[src/sv/mcv_pkg.sv]
// ----------------------------------------------------------------------------
// mcv_pkg
// Shared constants, types and controller codes for the vote combiner.
// ----------------------------------------------------------------------------
package mcv_pkg;

   localparam int MAX_CLASSES = 16;
   localparam int SCORE_BITS  = 32;

   // Width of a class index, of a count that can reach MAX_CLASSES, and of
   // a vote counter (a class gets at most MAX_CLASSES-1 votes).
   localparam int CLASS_W = $clog2(MAX_CLASSES);
   localparam int COUNT_W = $clog2(MAX_CLASSES + 1);
   localparam int VOTE_W  = $clog2(MAX_CLASSES);

   localparam int SCORE_PORT_W = 32;
   localparam int RESULT_W     = 4;
   localparam int CLS_CFG_W    = 5;
   localparam int CSR_ADDR_W   = 3;
   localparam int CSR_DATA_W   = 32;

   // Register indexes on the configuration port.
   localparam logic REG_MODE        = 1'b0;
   localparam logic REG_CLASS_COUNT = 1'b1;

   // Voting modes.
   localparam logic MODE_ONE_VS_REST = 1'b0;
   localparam logic MODE_ONE_VS_ONE  = 1'b1;

   typedef enum logic [1:0] {
      ST_IDLE,
      ST_STEP,
      ST_SCAN,
      ST_FINISH
   } ctrl_state_type;

   typedef struct packed {
      logic load_score;
      logic step;
      logic scan;
      logic finish;
   } ctrl_cmd_type;

   typedef struct packed {
      logic last_item;
      logic need_scan;
      logic scan_last;
      logic out_busy;
   } dp_status_type;

endpackage

[src/sv/mcv_ctrl.sv]
// ----------------------------------------------------------------------------
// mcv_ctrl
// Sequencer: takes a score, applies it, runs the vote scan and hands off
// each example's result to the output register.
// ----------------------------------------------------------------------------
module mcv_ctrl
   import mcv_pkg::*;
(
   input  logic          clock,
   input  logic          reset,
   input  logic          req_valid,
   output logic          req_ready,
   input  logic          rsp_ready,
   input  dp_status_type status,
   output ctrl_cmd_type  cmd
);

   ctrl_state_type state_ff;
   ctrl_state_type state_in;

   always_ff @(posedge clock) begin
      if (reset) begin
         state_ff <= ST_IDLE;
      end else begin
         state_ff <= state_in;
      end
   end

   always_comb begin
      state_in = state_ff;
      case (state_ff)
         ST_IDLE: begin
            if (req_valid) begin
               state_in = ST_STEP;
            end
         end
         ST_STEP: begin
            if (status.last_item) begin
               state_in = status.need_scan ? ST_SCAN : ST_FINISH;
            end else begin
               state_in = ST_IDLE;
            end
         end
         ST_SCAN: begin
            if (status.scan_last) begin
               state_in = ST_FINISH;
            end
         end
         ST_FINISH: begin
            if (!status.out_busy || rsp_ready) begin
               state_in = ST_IDLE;
            end
         end
         default: state_in = ST_IDLE;
      endcase
   end

   always_comb begin
      cmd       = '0;
      req_ready = 1'b0;
      case (state_ff)
         ST_IDLE: begin
            req_ready      = 1'b1;
            cmd.load_score = req_valid;
         end
         ST_STEP: begin
            cmd.step = 1'b1;
         end
         ST_SCAN: begin
            cmd.scan = 1'b1;
         end
         ST_FINISH: begin
            cmd.finish = !status.out_busy || rsp_ready;
         end
         default: begin
            cmd = '0;
         end
      endcase
   end

endmodule

[src/sv/mcv_datapath.sv]
// ----------------------------------------------------------------------------
// mcv_datapath
// Score register, running maximum, pair counters, vote store, argmax scan
// and the result register.
// ----------------------------------------------------------------------------
module mcv_datapath
   import mcv_pkg::*;
(
   input  logic                    clock,
   input  logic                    reset,
   input  ctrl_cmd_type            cmd,
   input  logic                    mode,
   input  logic [CLS_CFG_W-1:0]    class_count,
   input  logic                    cfg_clear,
   input  logic [SCORE_PORT_W-1:0] req_score,
   input  logic                    rsp_ready,
   output dp_status_type           status,
   output logic                    rsp_valid,
   output logic [RESULT_W-1:0]     rsp_winner,
   output logic [RESULT_W-1:0]     rsp_top_votes
);

   logic signed [SCORE_BITS-1:0] score_ff, score_in;
   logic signed [SCORE_BITS-1:0] best_score_ff, best_score_in;
   logic [CLASS_W-1:0]           best_class_ff, best_class_in;
   logic [COUNT_W-1:0]           position_ff, position_in;
   logic [CLASS_W-1:0]           row_ff, row_in;
   logic [CLASS_W-1:0]           column_ff, column_in;
   logic [VOTE_W-1:0]            votes_ff [MAX_CLASSES];
   logic [VOTE_W-1:0]            votes_in [MAX_CLASSES];
   logic [CLASS_W-1:0]           scan_ff, scan_in;
   logic [VOTE_W-1:0]            top_ff, top_in;
   logic [CLASS_W-1:0]           scan_win_ff, scan_win_in;
   logic                         out_valid_ff, out_valid_in;
   logic [RESULT_W-1:0]          out_winner_ff, out_winner_in;
   logic [RESULT_W-1:0]          out_top_ff, out_top_in;

   logic [COUNT_W-1:0] n_use;
   logic [COUNT_W-1:0] column_next;
   logic [COUNT_W-1:0] row_plus_two;
   logic [COUNT_W-1:0] position_next;
   logic               positive;
   logic [CLASS_W-1:0] target;
   logic [CLASS_W-1:0] rd_addr;
   logic [VOTE_W-1:0]  rd_votes;
   logic               clear;

   // Class count saturates into the supported range.
   always_comb begin
      if (class_count < CLS_CFG_W'(2)) begin
         n_use = COUNT_W'(2);
      end else if (COUNT_W'(class_count) > COUNT_W'(MAX_CLASSES)
                   || class_count > CLS_CFG_W'(MAX_CLASSES)) begin
         n_use = COUNT_W'(MAX_CLASSES);
      end else begin
         n_use = COUNT_W'(class_count);
      end
   end

   assign positive      = score_ff > 0;
   assign target        = positive ? row_ff : column_ff;
   assign column_next   = COUNT_W'(column_ff) + COUNT_W'(1);
   assign row_plus_two  = COUNT_W'(row_ff) + COUNT_W'(2);
   assign position_next = position_ff + COUNT_W'(1);

   // The vote store is read at one place per cycle: the voted class while
   // stepping, the scan index while scanning.
   assign rd_addr  = cmd.scan ? scan_ff : target;
   assign rd_votes = votes_ff[rd_addr];

   assign clear = cmd.finish || cfg_clear;

   always_comb begin
      status.last_item = (mode == MODE_ONE_VS_ONE)
                         ? (column_next >= n_use && row_plus_two >= n_use)
                         : (position_next >= n_use);
      status.need_scan = (mode == MODE_ONE_VS_ONE);
      status.scan_last = (COUNT_W'(scan_ff) + COUNT_W'(1)) >= n_use;
      status.out_busy  = out_valid_ff;
   end

   always_comb begin
      score_in      = score_ff;
      best_score_in = best_score_ff;
      best_class_in = best_class_ff;
      position_in   = position_ff;
      row_in        = row_ff;
      column_in     = column_ff;
      votes_in      = votes_ff;
      scan_in       = scan_ff;
      top_in        = top_ff;
      scan_win_in   = scan_win_ff;

      if (cmd.load_score) begin
         score_in = req_score[SCORE_BITS-1:0];
      end

      if (cmd.step) begin
         if (mode == MODE_ONE_VS_ONE) begin
            votes_in[target] = rd_votes + VOTE_W'(1);
            if (column_next >= n_use) begin
               row_in    = row_ff + CLASS_W'(1);
               column_in = CLASS_W'(row_plus_two);
            end else begin
               column_in = CLASS_W'(column_next);
            end
         end else begin
            if (position_ff == '0 || score_ff > best_score_ff) begin
               best_score_in = score_ff;
               best_class_in = CLASS_W'(position_ff);
            end
            position_in = position_next;
         end
      end

      // First class with the strictly highest count wins.
      if (cmd.scan) begin
         if (scan_ff == '0 || rd_votes > top_ff) begin
            top_in      = rd_votes;
            scan_win_in = scan_ff;
         end
         scan_in = scan_ff + CLASS_W'(1);
      end

      if (clear) begin
         best_score_in = '0;
         best_class_in = '0;
         position_in   = '0;
         row_in        = '0;
         column_in     = CLASS_W'(1);
         scan_in       = '0;
         for (int i = 0; i < MAX_CLASSES; i++) begin
            votes_in[i] = '0;
         end
      end
   end

   always_comb begin
      out_valid_in  = out_valid_ff;
      out_winner_in = out_winner_ff;
      out_top_in    = out_top_ff;
      if (out_valid_ff && rsp_ready) begin
         out_valid_in = 1'b0;
      end
      if (cmd.finish) begin
         out_valid_in = 1'b1;
         if (mode == MODE_ONE_VS_ONE) begin
            out_winner_in = RESULT_W'(scan_win_ff);
            out_top_in    = RESULT_W'(top_ff);
         end else begin
            out_winner_in = RESULT_W'(best_class_ff);
            out_top_in    = '0;
         end
      end
   end

   always_ff @(posedge clock) begin
      if (reset) begin
         best_score_ff <= '0;
         best_class_ff <= '0;
         position_ff   <= '0;
         row_ff        <= '0;
         column_ff     <= CLASS_W'(1);
         scan_ff       <= '0;
         out_valid_ff  <= 1'b0;
         for (int i = 0; i < MAX_CLASSES; i++) begin
            votes_ff[i] <= '0;
         end
      end else begin
         best_score_ff <= best_score_in;
         best_class_ff <= best_class_in;
         position_ff   <= position_in;
         row_ff        <= row_in;
         column_ff     <= column_in;
         scan_ff       <= scan_in;
         out_valid_ff  <= out_valid_in;
         votes_ff      <= votes_in;
      end
   end

   always_ff @(posedge clock) begin
      score_ff      <= score_in;
      top_ff        <= top_in;
      scan_win_ff   <= scan_win_in;
      out_winner_ff <= out_winner_in;
      out_top_ff    <= out_top_in;
   end

   assign rsp_valid     = out_valid_ff;
   assign rsp_winner    = out_winner_ff;
   assign rsp_top_votes = out_top_ff;

endmodule

[src/sv/multiclass_vote_combiner.sv]
// ----------------------------------------------------------------------------
// multiclass_vote_combiner
// Combines binary classifier decision scores of one example into a label.
// ----------------------------------------------------------------------------
// Usage: scores enter one per transaction on the req_ channel (req_score,
// signed Q16.16), in classifier order. In one-versus-rest mode an example is
// class_count scores; in one-versus-one mode it is class_count*(class_count-1)/2
// scores in pair order (0,1),(0,2)..(1,2)... Each completed example yields one
// transaction on the rsp_ channel carrying the winning class and, in
// one-versus-one mode, its vote count.
// Sequence: each score is captured in the idle state and applied to the
// running maximum or to the vote store in the step state; no new score is
// taken until it has been applied. After the last pair of a one-versus-one
// example a scan visits every class counter in use, one per cycle
// (class_count saturated to 2..16); the finish state then moves the result
// into the output register. In one-versus-rest mode there is no scan.
// The output register decouples the sides: while a result waits for
// rsp_ready, the next scores are still taken; only the handoff of the next
// result waits until the output register is free.
// Reset (synchronous, active high) sets mode to one-versus-one, class_count
// to 2, and clears all votes and counters. Any register write discards a
// partial example. Registers: mode at address 0, class_count at address 4.
// ----------------------------------------------------------------------------
module multiclass_vote_combiner
   import mcv_pkg::*;
(
   input  logic                    clock,
   input  logic                    reset,
   // Score channel
   input  logic                    req_valid,
   output logic                    req_ready,
   input  logic [SCORE_PORT_W-1:0] req_score,
   // Result channel
   output logic                    rsp_valid,
   input  logic                    rsp_ready,
   output logic [RESULT_W-1:0]     rsp_winner,
   output logic [RESULT_W-1:0]     rsp_top_votes,
   // Configuration port
   input  logic                    csr_psel,
   input  logic                    csr_penable,
   input  logic                    csr_pwrite,
   input  logic [CSR_ADDR_W-1:0]   csr_paddr,
   input  logic [CSR_DATA_W-1:0]   csr_pwdata,
   output logic [CSR_DATA_W-1:0]   csr_prdata,
   output logic                    csr_pready
);

   logic                 mode_ff, mode_in;
   logic [CLS_CFG_W-1:0] class_count_ff, class_count_in;
   logic                 csr_write;
   logic                 reg_index;

   ctrl_cmd_type  cmd;
   dp_status_type status;

   // The port never inserts wait states, so a write lands in its access cycle.
   assign csr_pready = 1'b1;
   assign csr_write  = csr_psel && csr_penable && csr_pwrite;
   assign reg_index  = csr_paddr[2];

   always_comb begin
      mode_in        = mode_ff;
      class_count_in = class_count_ff;
      if (csr_write) begin
         case (reg_index)
            REG_MODE:        mode_in        = csr_pwdata[0];
            REG_CLASS_COUNT: class_count_in = csr_pwdata[CLS_CFG_W-1:0];
            default:         mode_in        = mode_ff;
         endcase
      end
   end

   always_ff @(posedge clock) begin
      if (reset) begin
         mode_ff        <= MODE_ONE_VS_ONE;
         class_count_ff <= CLS_CFG_W'(2);
      end else begin
         mode_ff        <= mode_in;
         class_count_ff <= class_count_in;
      end
   end

   // Reads return the addressed register, zero-extended to the bus width.
   always_comb begin
      case (reg_index)
         REG_MODE:        csr_prdata = CSR_DATA_W'(mode_ff);
         REG_CLASS_COUNT: csr_prdata = CSR_DATA_W'(class_count_ff);
         default:         csr_prdata = '0;
      endcase
   end

   mcv_ctrl u_ctrl (
      .clock     (clock),
      .reset     (reset),
      .req_valid (req_valid),
      .req_ready (req_ready),
      .rsp_ready (rsp_ready),
      .status    (status),
      .cmd       (cmd)
   );

   mcv_datapath u_datapath (
      .clock         (clock),
      .reset         (reset),
      .cmd           (cmd),
      .mode          (mode_ff),
      .class_count   (class_count_ff),
      .cfg_clear     (csr_write),
      .req_score     (req_score),
      .rsp_ready     (rsp_ready),
      .status        (status),
      .rsp_valid     (rsp_valid),
      .rsp_winner    (rsp_winner),
      .rsp_top_votes (rsp_top_votes)
   );

endmodule

[config.mk]
export PLATFORM = sky130hd
export DESIGN_NAME = multiclass_vote_combiner
export DESIGN_NICKNAME = d
export VERILOG_FILES = /design/src/sv/mcv_pkg.sv /design/src/sv/mcv_ctrl.sv /design/src/sv/mcv_datapath.sv /design/src/sv/multiclass_vote_combiner.sv
export SDC_FILE = /design/constraint.sdc
export NUM_CORES = 1
export LEC_CHECK = 0
export BUFFER_PORTS_ARGS = -buffer_cell sky130_fd_sc_hd__buf_2
export CORE_MARGIN = 2
export CORE_UTILIZATION = 38
export CTS_CLUSTER_DIAMETER = 60
export DETAILED_ROUTE_END_ITERATION = 12
export GPL_TIMING_DRIVEN = 0
export SYNTH_ARGS = -nofsm -noshare
export SYNTH_HDL_FRONTEND = slang
export SYNTH_HIERARCHICAL = 1
export SYNTH_SLANG_ARGS = --single-unit
[constraint.sdc]
create_clock -name clock -period 11.15 [get_ports clock]
set_clock_uncertainty 0.1 [all_clocks]
set_input_delay 0.5575 -clock clock [delete_from_list [all_inputs] [get_ports clock]]
set_output_delay 0.5575 -clock clock [all_outputs]
set_load 0.05 [all_outputs]
# ---- Yosys cells after proc, flatten, opt, wreduce, memory -nomap -nowiden
# Index checks and enable logic that the tools add are counted.
dict set report word_totals {
  reg_bits 174
  output_inout_bits 43
  wordCells 110
}
dict set report op_classes {
  addsub 7
  magnitude_cmp 12
  n_eq_ne 6
  n_mux 27
  n_bitwise 4
  reduce_logical 23
}
# op n
set ops {}
lappend ops {{$bwmux W64} 1}
lappend ops {{$pmux W32 S2} 1}
lappend ops {{$gt A32 B1 Y1 const B} 1}
lappend ops {{$gt A32 B32 Y1} 1}
lappend ops {{$mux W4} 7}
lappend ops {{$ge A5 B5 Y1} 4}
lappend ops {{$bmux W4 S4} 1}
lappend ops {{$demux W4 S4} 1}
lappend ops {{$add A4 B1 Y4 const B} 3}
lappend ops {{$add A4 B1 Y5 const B} 2}
lappend ops {{$ge A5 B5 Y1 const B} 2}
lappend ops {{$mux W5} 2}
lappend ops {{$not A4 Y5} 2}
lappend ops {{$reduce_and A2 Y1} 5}
lappend ops {{$mux W1} 9}
lappend ops {{$reduce_and A3 Y1} 3}
lappend ops {{$mux W2} 4}
lappend ops {{$pmux W2 S4} 1}
lappend ops {{$add A4 B2 Y5 const B} 1}
lappend ops {{$add A5 B1 Y5 const B} 1}
lappend ops {{$gt A5 B5 Y1 const B} 1}
lappend ops {{$logic_and A1 B1 Y1} 5}
lappend ops {{$logic_not A5 Y1} 1}
lappend ops {{$lt A5 B1 Y1 const B} 1}
lappend ops {{other kinds (13)} 19}

# ---- Logic depth before layout (Yosys ltp)
dict set report depth {
  word_depth 10
  depth_mapped 19
  depth_no_buf 14
}

# ---- Modules after synthesis
# Netlist, hierarchy kept.
# mod instances cells_per_inst area_each_um2
set by_module_without_submodules {}
lappend by_module_without_submodules {mcv_datapath 1 893 8938.6}
lappend by_module_without_submodules {multiclass_vote_combiner 1 64 543.0}
lappend by_module_without_submodules {mcv_ctrl 1 16 123.9}

# ---- Worst setup path after synthesis
# Ideal clock, no wire load.
dict set report synth_timing {
  path_kind {reg-to-reg}
  start {register u_datapath.score_ff[31]}
  end {register u_datapath.scan_win_ff[0], enable pin}
  t_arrival_ns 3.654
  t_required_ns 10.675
  slack_ns 7.021
  path_stages_with_launch 17
  path_cell_list {edfxtp_1 > buf_6 > nor4_2 > and4_1 > buf_6 > a21o_4 > mux2_2 > o21ai_1 > mux4_2 > mux2_2 > nand2_1 > o21ai_2 > ha_1 > nand3_1 > o22ai_1 > o22ai_1 > a21oi_1}
}
dict set report synth_between {
  elab_chain_cells 10
}
# item line
set synth_lines {}
lappend synth_lines {{start, declared} mcv_datapath.sv:23} ;# logic signed [SCORE_BITS-1:0] score_ff, score_in;
lappend synth_lines {{start signal, assigned} mcv_datapath.sv:182} ;# score_ff <= score_in;
lappend synth_lines {{$gt A32 B1 Y1} mcv_datapath.sv:60} ;# assign positive = score_ff > 0;
lappend synth_lines {{$mux W4} mcv_datapath.sv:61} ;# assign target = positive ? row_ff : column_ff;
lappend synth_lines {{$mux W4} mcv_datapath.sv:68} ;# assign rd_addr = cmd.scan ? scan_ff : target;
lappend synth_lines {{$not A4 Y5 (implied by the code)} mcv_datapath.sv:69} ;# assign rd_votes = votes_ff[rd_addr];
lappend synth_lines {{$bmux W4 S4} mcv_datapath.sv:69}
lappend synth_lines {{$mux W4 (implied by the code) (2 in series)} mcv_datapath.sv:69}
lappend synth_lines {{named net u_datapath.rd_votes[3]} mcv_datapath.sv:45} ;# logic [VOTE_W-1:0] rd_votes;
lappend synth_lines {{$gt A4 B4 Y1} mcv_datapath.sv:118} ;# if (scan_ff == '0 || rd_votes > top_ff) begin
lappend synth_lines {{$logic_or A1 B1 Y1} mcv_datapath.sv:118}
lappend synth_lines {{$reduce_and A2 Y1 (no line)} -}
lappend synth_lines {{end signal, assigned} mcv_datapath.sv:184} ;# scan_win_ff <= scan_win_in;
lappend synth_lines {{end, declared} mcv_datapath.sv:33} ;# logic [CLASS_W-1:0] scan_win_ff, scan_win_in;
# The timed path passes the listed nets, and every way through them passes these cells. The select of a mux whose other input is x is not followed.
# A chain may end at the register's enable or synchronous reset.

# ---- Worst setup path in the final report
dict set report layout_timing {
  start {register u_datapath.score_ff[5]}
  end {register u_datapath.scan_win_ff[3], enable pin}
}
dict set report layout_between {
  elab_chain_cells 10
}
# item line
set layout_lines {}
lappend layout_lines {{$gt A32 B1 Y1} mcv_datapath.sv:60}
lappend layout_lines {{$mux W4} mcv_datapath.sv:61}
lappend layout_lines {{$mux W4} mcv_datapath.sv:68}
lappend layout_lines {{$not A4 Y5 (implied by the code)} mcv_datapath.sv:69}
lappend layout_lines {{$bmux W4 S4} mcv_datapath.sv:69}
lappend layout_lines {{$mux W4 (implied by the code) (2 in series)} mcv_datapath.sv:69}
lappend layout_lines {{$gt A4 B4 Y1} mcv_datapath.sv:118}
lappend layout_lines {{$logic_or A1 B1 Y1} mcv_datapath.sv:118}
lappend layout_lines {{$reduce_and A2 Y1 (no line)} -}
# No other way between the ends. The select of a mux whose other input is x is not followed.

==> qor.csv <==
stage,metric,value,unit
die,start_util,38.5,%
power_and_ir_drop,irDropWorstVdd,80.2,uV
global_route,grt_max_degree,33,
clocking,ctsResizeCount,0,
clocking,cts_hold_buf,0,
critical_path,cpMaxStageDelayCell,a31oi_2,
critical_path,slowest_delay,630,ps
timing,setup_viol,0,
run,cap_viol_max_count,0,
timing,drv_slew,0,
finish,antenna-diode-count,0,
placement,dpl-instance-area,10400,sq um
placement,port_buffers,59,
critical_path,worstPathRequired,11110,ps
die,placeableCoreArea,25000,sq um
placement,post-place-ws,5870,ps
timing,max_slew_margin,23.4,%
yosys,synth.avg_cell_area,9.87,sq um
timing,rsz0062_at_grt,false,
timing,fin_tns_setup,0,ps
timing,tightest_slew,1140,ps
route,num_vias,7190,
global_route,grt_use_total,17.7,%
yosys,synthCells,973,
clocking,cts_sinks,174,
placement,gp_congestion,0.919,
finish,drive_gt1_share,18.0,%
clocking,clkSlewWorstSetupHoldPaths,80,ps
clocking,clock_latency,440,ps
hold_path,hp-class,in -> reg,
yosys,synthArstFlopShare,0,%
critical_path,crit_fanout,10,
route,drc,0,
clocking,numCtsBuffers,17,
critical_path,worstSetupStartpointType,flip-flop,
yosys,synth_ff_type,dfxtp_1,
yosys,ys_seq_area_share,41.3,%
route,via_per_inst,5.06,
timing,hold_ws,190,ps
clocking,cts_tree,yes,
die,die-area,26600,sq um
timing,fin_crit,5340,ps
clocking,htree_levels,4,
route,final_antenna_net_count,0,
finish,final_common_cell,nor2_1,
global_route,grt.overflow.total,0,
critical_path,endpoint_kind,flip-flop,
timing,max_freq,0.187,GHz
global_route,grt_pass1_vias,6785,
yosys,synth_warnings,6,
critical_path,crit_chain,"nor4_1, and4_1, buf_2, nand3_1, a31oi_2, mux2_2, o211ai_1, and4_1, buf_2, buf_1, ha_1, inv_1, o22ai_1, a21oi_1",
route,firstDrtPassIters,7,
yosys,netlist_area,9610,sq um
global_route,antenna_found_initial,0,
route,drt_wl_total,22700,um
finish,fin_nets,1215,
clocking,post-cts-setup-buffers,0,
timing,finalHoldViolCount,0,
die,die_w,163,um
finish,final_cells,1420,
yosys,synth-seq-cells,174,
power_and_ir_drop,p_leak,4.47,nW
finish,final_cell_area,11000,sq um
die,die_h,163,um
global_route,grt_pass1_wl,36600,um
route,first_iter_violations,444,
yosys,yosys.cell_types.count,81,
finish,syn_to_final_growth,14.9,%
finish,num-fill-cells,2452,
critical_path,crit_arrival,5310,ps
route,routedWlPerCell,16.0,um
die,io_pins,117,
timing,setup_slack,5810,ps
placement,dp.cells,1388,
die,rows,58,
placement,dpl.hpwl,16800,um
clocking,clockBufferDepth,2,
outcome,outcome,finished clean,
yosys,synth-edff-count,48,
clocking,cts_root_buf,clkbuf_16,
finish,final_cell_mix,"151 x nor2_1, 126 x dfxtp_1, 100 x mux2i_1",
critical_path,path_class,reg -> reg,
timing,fin_crit_sh,47.9,%
power_and_ir_drop,power.density,150,nW/um^2
[synthesized netlist by cell type (16+ instances only)]
library cell	count	area share (%)
mux2i_1	100	10
nand2b_1	21	1.4
nand2_1	30	1.2
a21o_1	16	1.3
buf_4	32	2.5
a211oi_1	18	1.4
dfxtp_1	126	26
edfxtp_1	48	15
ha_1	64	8.3
clkbuf_1	30	1.2
inv_1	49	1.9
nor2_1	151	5.9
o21ai_0	34	1.8
a21oi_1	39	2.0
[worst max-delay path: cells and delay by family, from the launching register on]
family | cells | cell delay (ps)
buffers and inverters | 4 | 1020
AOI/OAI and AO/OA | 4 | 1590
DFF | 1 | 430
and+or+nand+nor | 4 | 1060
adders and majority gates | 1 | 350
muxes | 1 | 410
[power by group]
group	switching, mW	internal (mW)	total (mW)
registers	0.0220	0.679	0.701
logic	0.218	0.119	0.337
clock network	0.293	0.326	0.619
total	0.533	1.12	1.66
[layout make-up]
class	count	area [sq um]	share of cell area [%]
multi-input cells	694	5050	45.7
well taps	330	413	3.74
plain buffers	80	503	4.56
clock inverters	15	195	1.77
inverters	51	191	1.74
clock buffers	17	425	3.86
repair buffers	59	295	2.68
flip-flops and latches	174	3960	35.9
[registers in the layout, summed over array words and instances (netlist names), 5 cells and up, named ones only]
signal                    count
class_count_ff                5
u_datapath/best_score_ff     32
u_datapath/position_ff        5
u_datapath/score_ff          32
u_datapath/votes_ff          64
[per-stage QoR]
step	total power, mW	utilization (%)
2_1_floorplan	0.958	-
3_3_place_gp	1.05	41.7
3_5_place_dp	1.05	41.7
4_1_cts	1.67	44.2
5_1_grt	1.74	44.2
6_report	1.66	44.2
[layer usage]
metal  vias up  routed length, um  GRT usage (%)
met5         -                  0              0
met4         0                599           7.08
met3        28               1350           3.03
met2       216              10000           28.0
met1      3334              10700           24.1
li1       3612                  -              -
[kinds of logic (layout without fill, tap and decap cells)]
group	Yosys count	in the layout	share of synthesized area, %
simple gates	283	283	14.2
compound gates	181	181	13.7
flops	174	174	41.3
buf+inv	131	222	7.23
mux	118	118	13.1
fa+ha+maj	64	64	8.34
xor+xnor	20	20	2.10
other cells	2	28	0.0782
[worst paths after layout]
| check | startpoint | slack [ps] | end | depth (start not counted) |
|---|---|---|---|---|
| max | u_datapath/score_ff[5] | 5810 | u_datapath/scan_win_ff[3] | 14 |
| min | req_score[24] | 190 | u_datapath/score_ff[24] | 1 |
| max reg2reg | u_datapath/score_ff[5] | 5810 | u_datapath/scan_win_ff[3] | 14 |
| min reg2reg | u_datapath/scan_ff[3] | 360 | u_datapath/scan_win_ff[3] | 0 |
(Power assumes the default switching activity.)
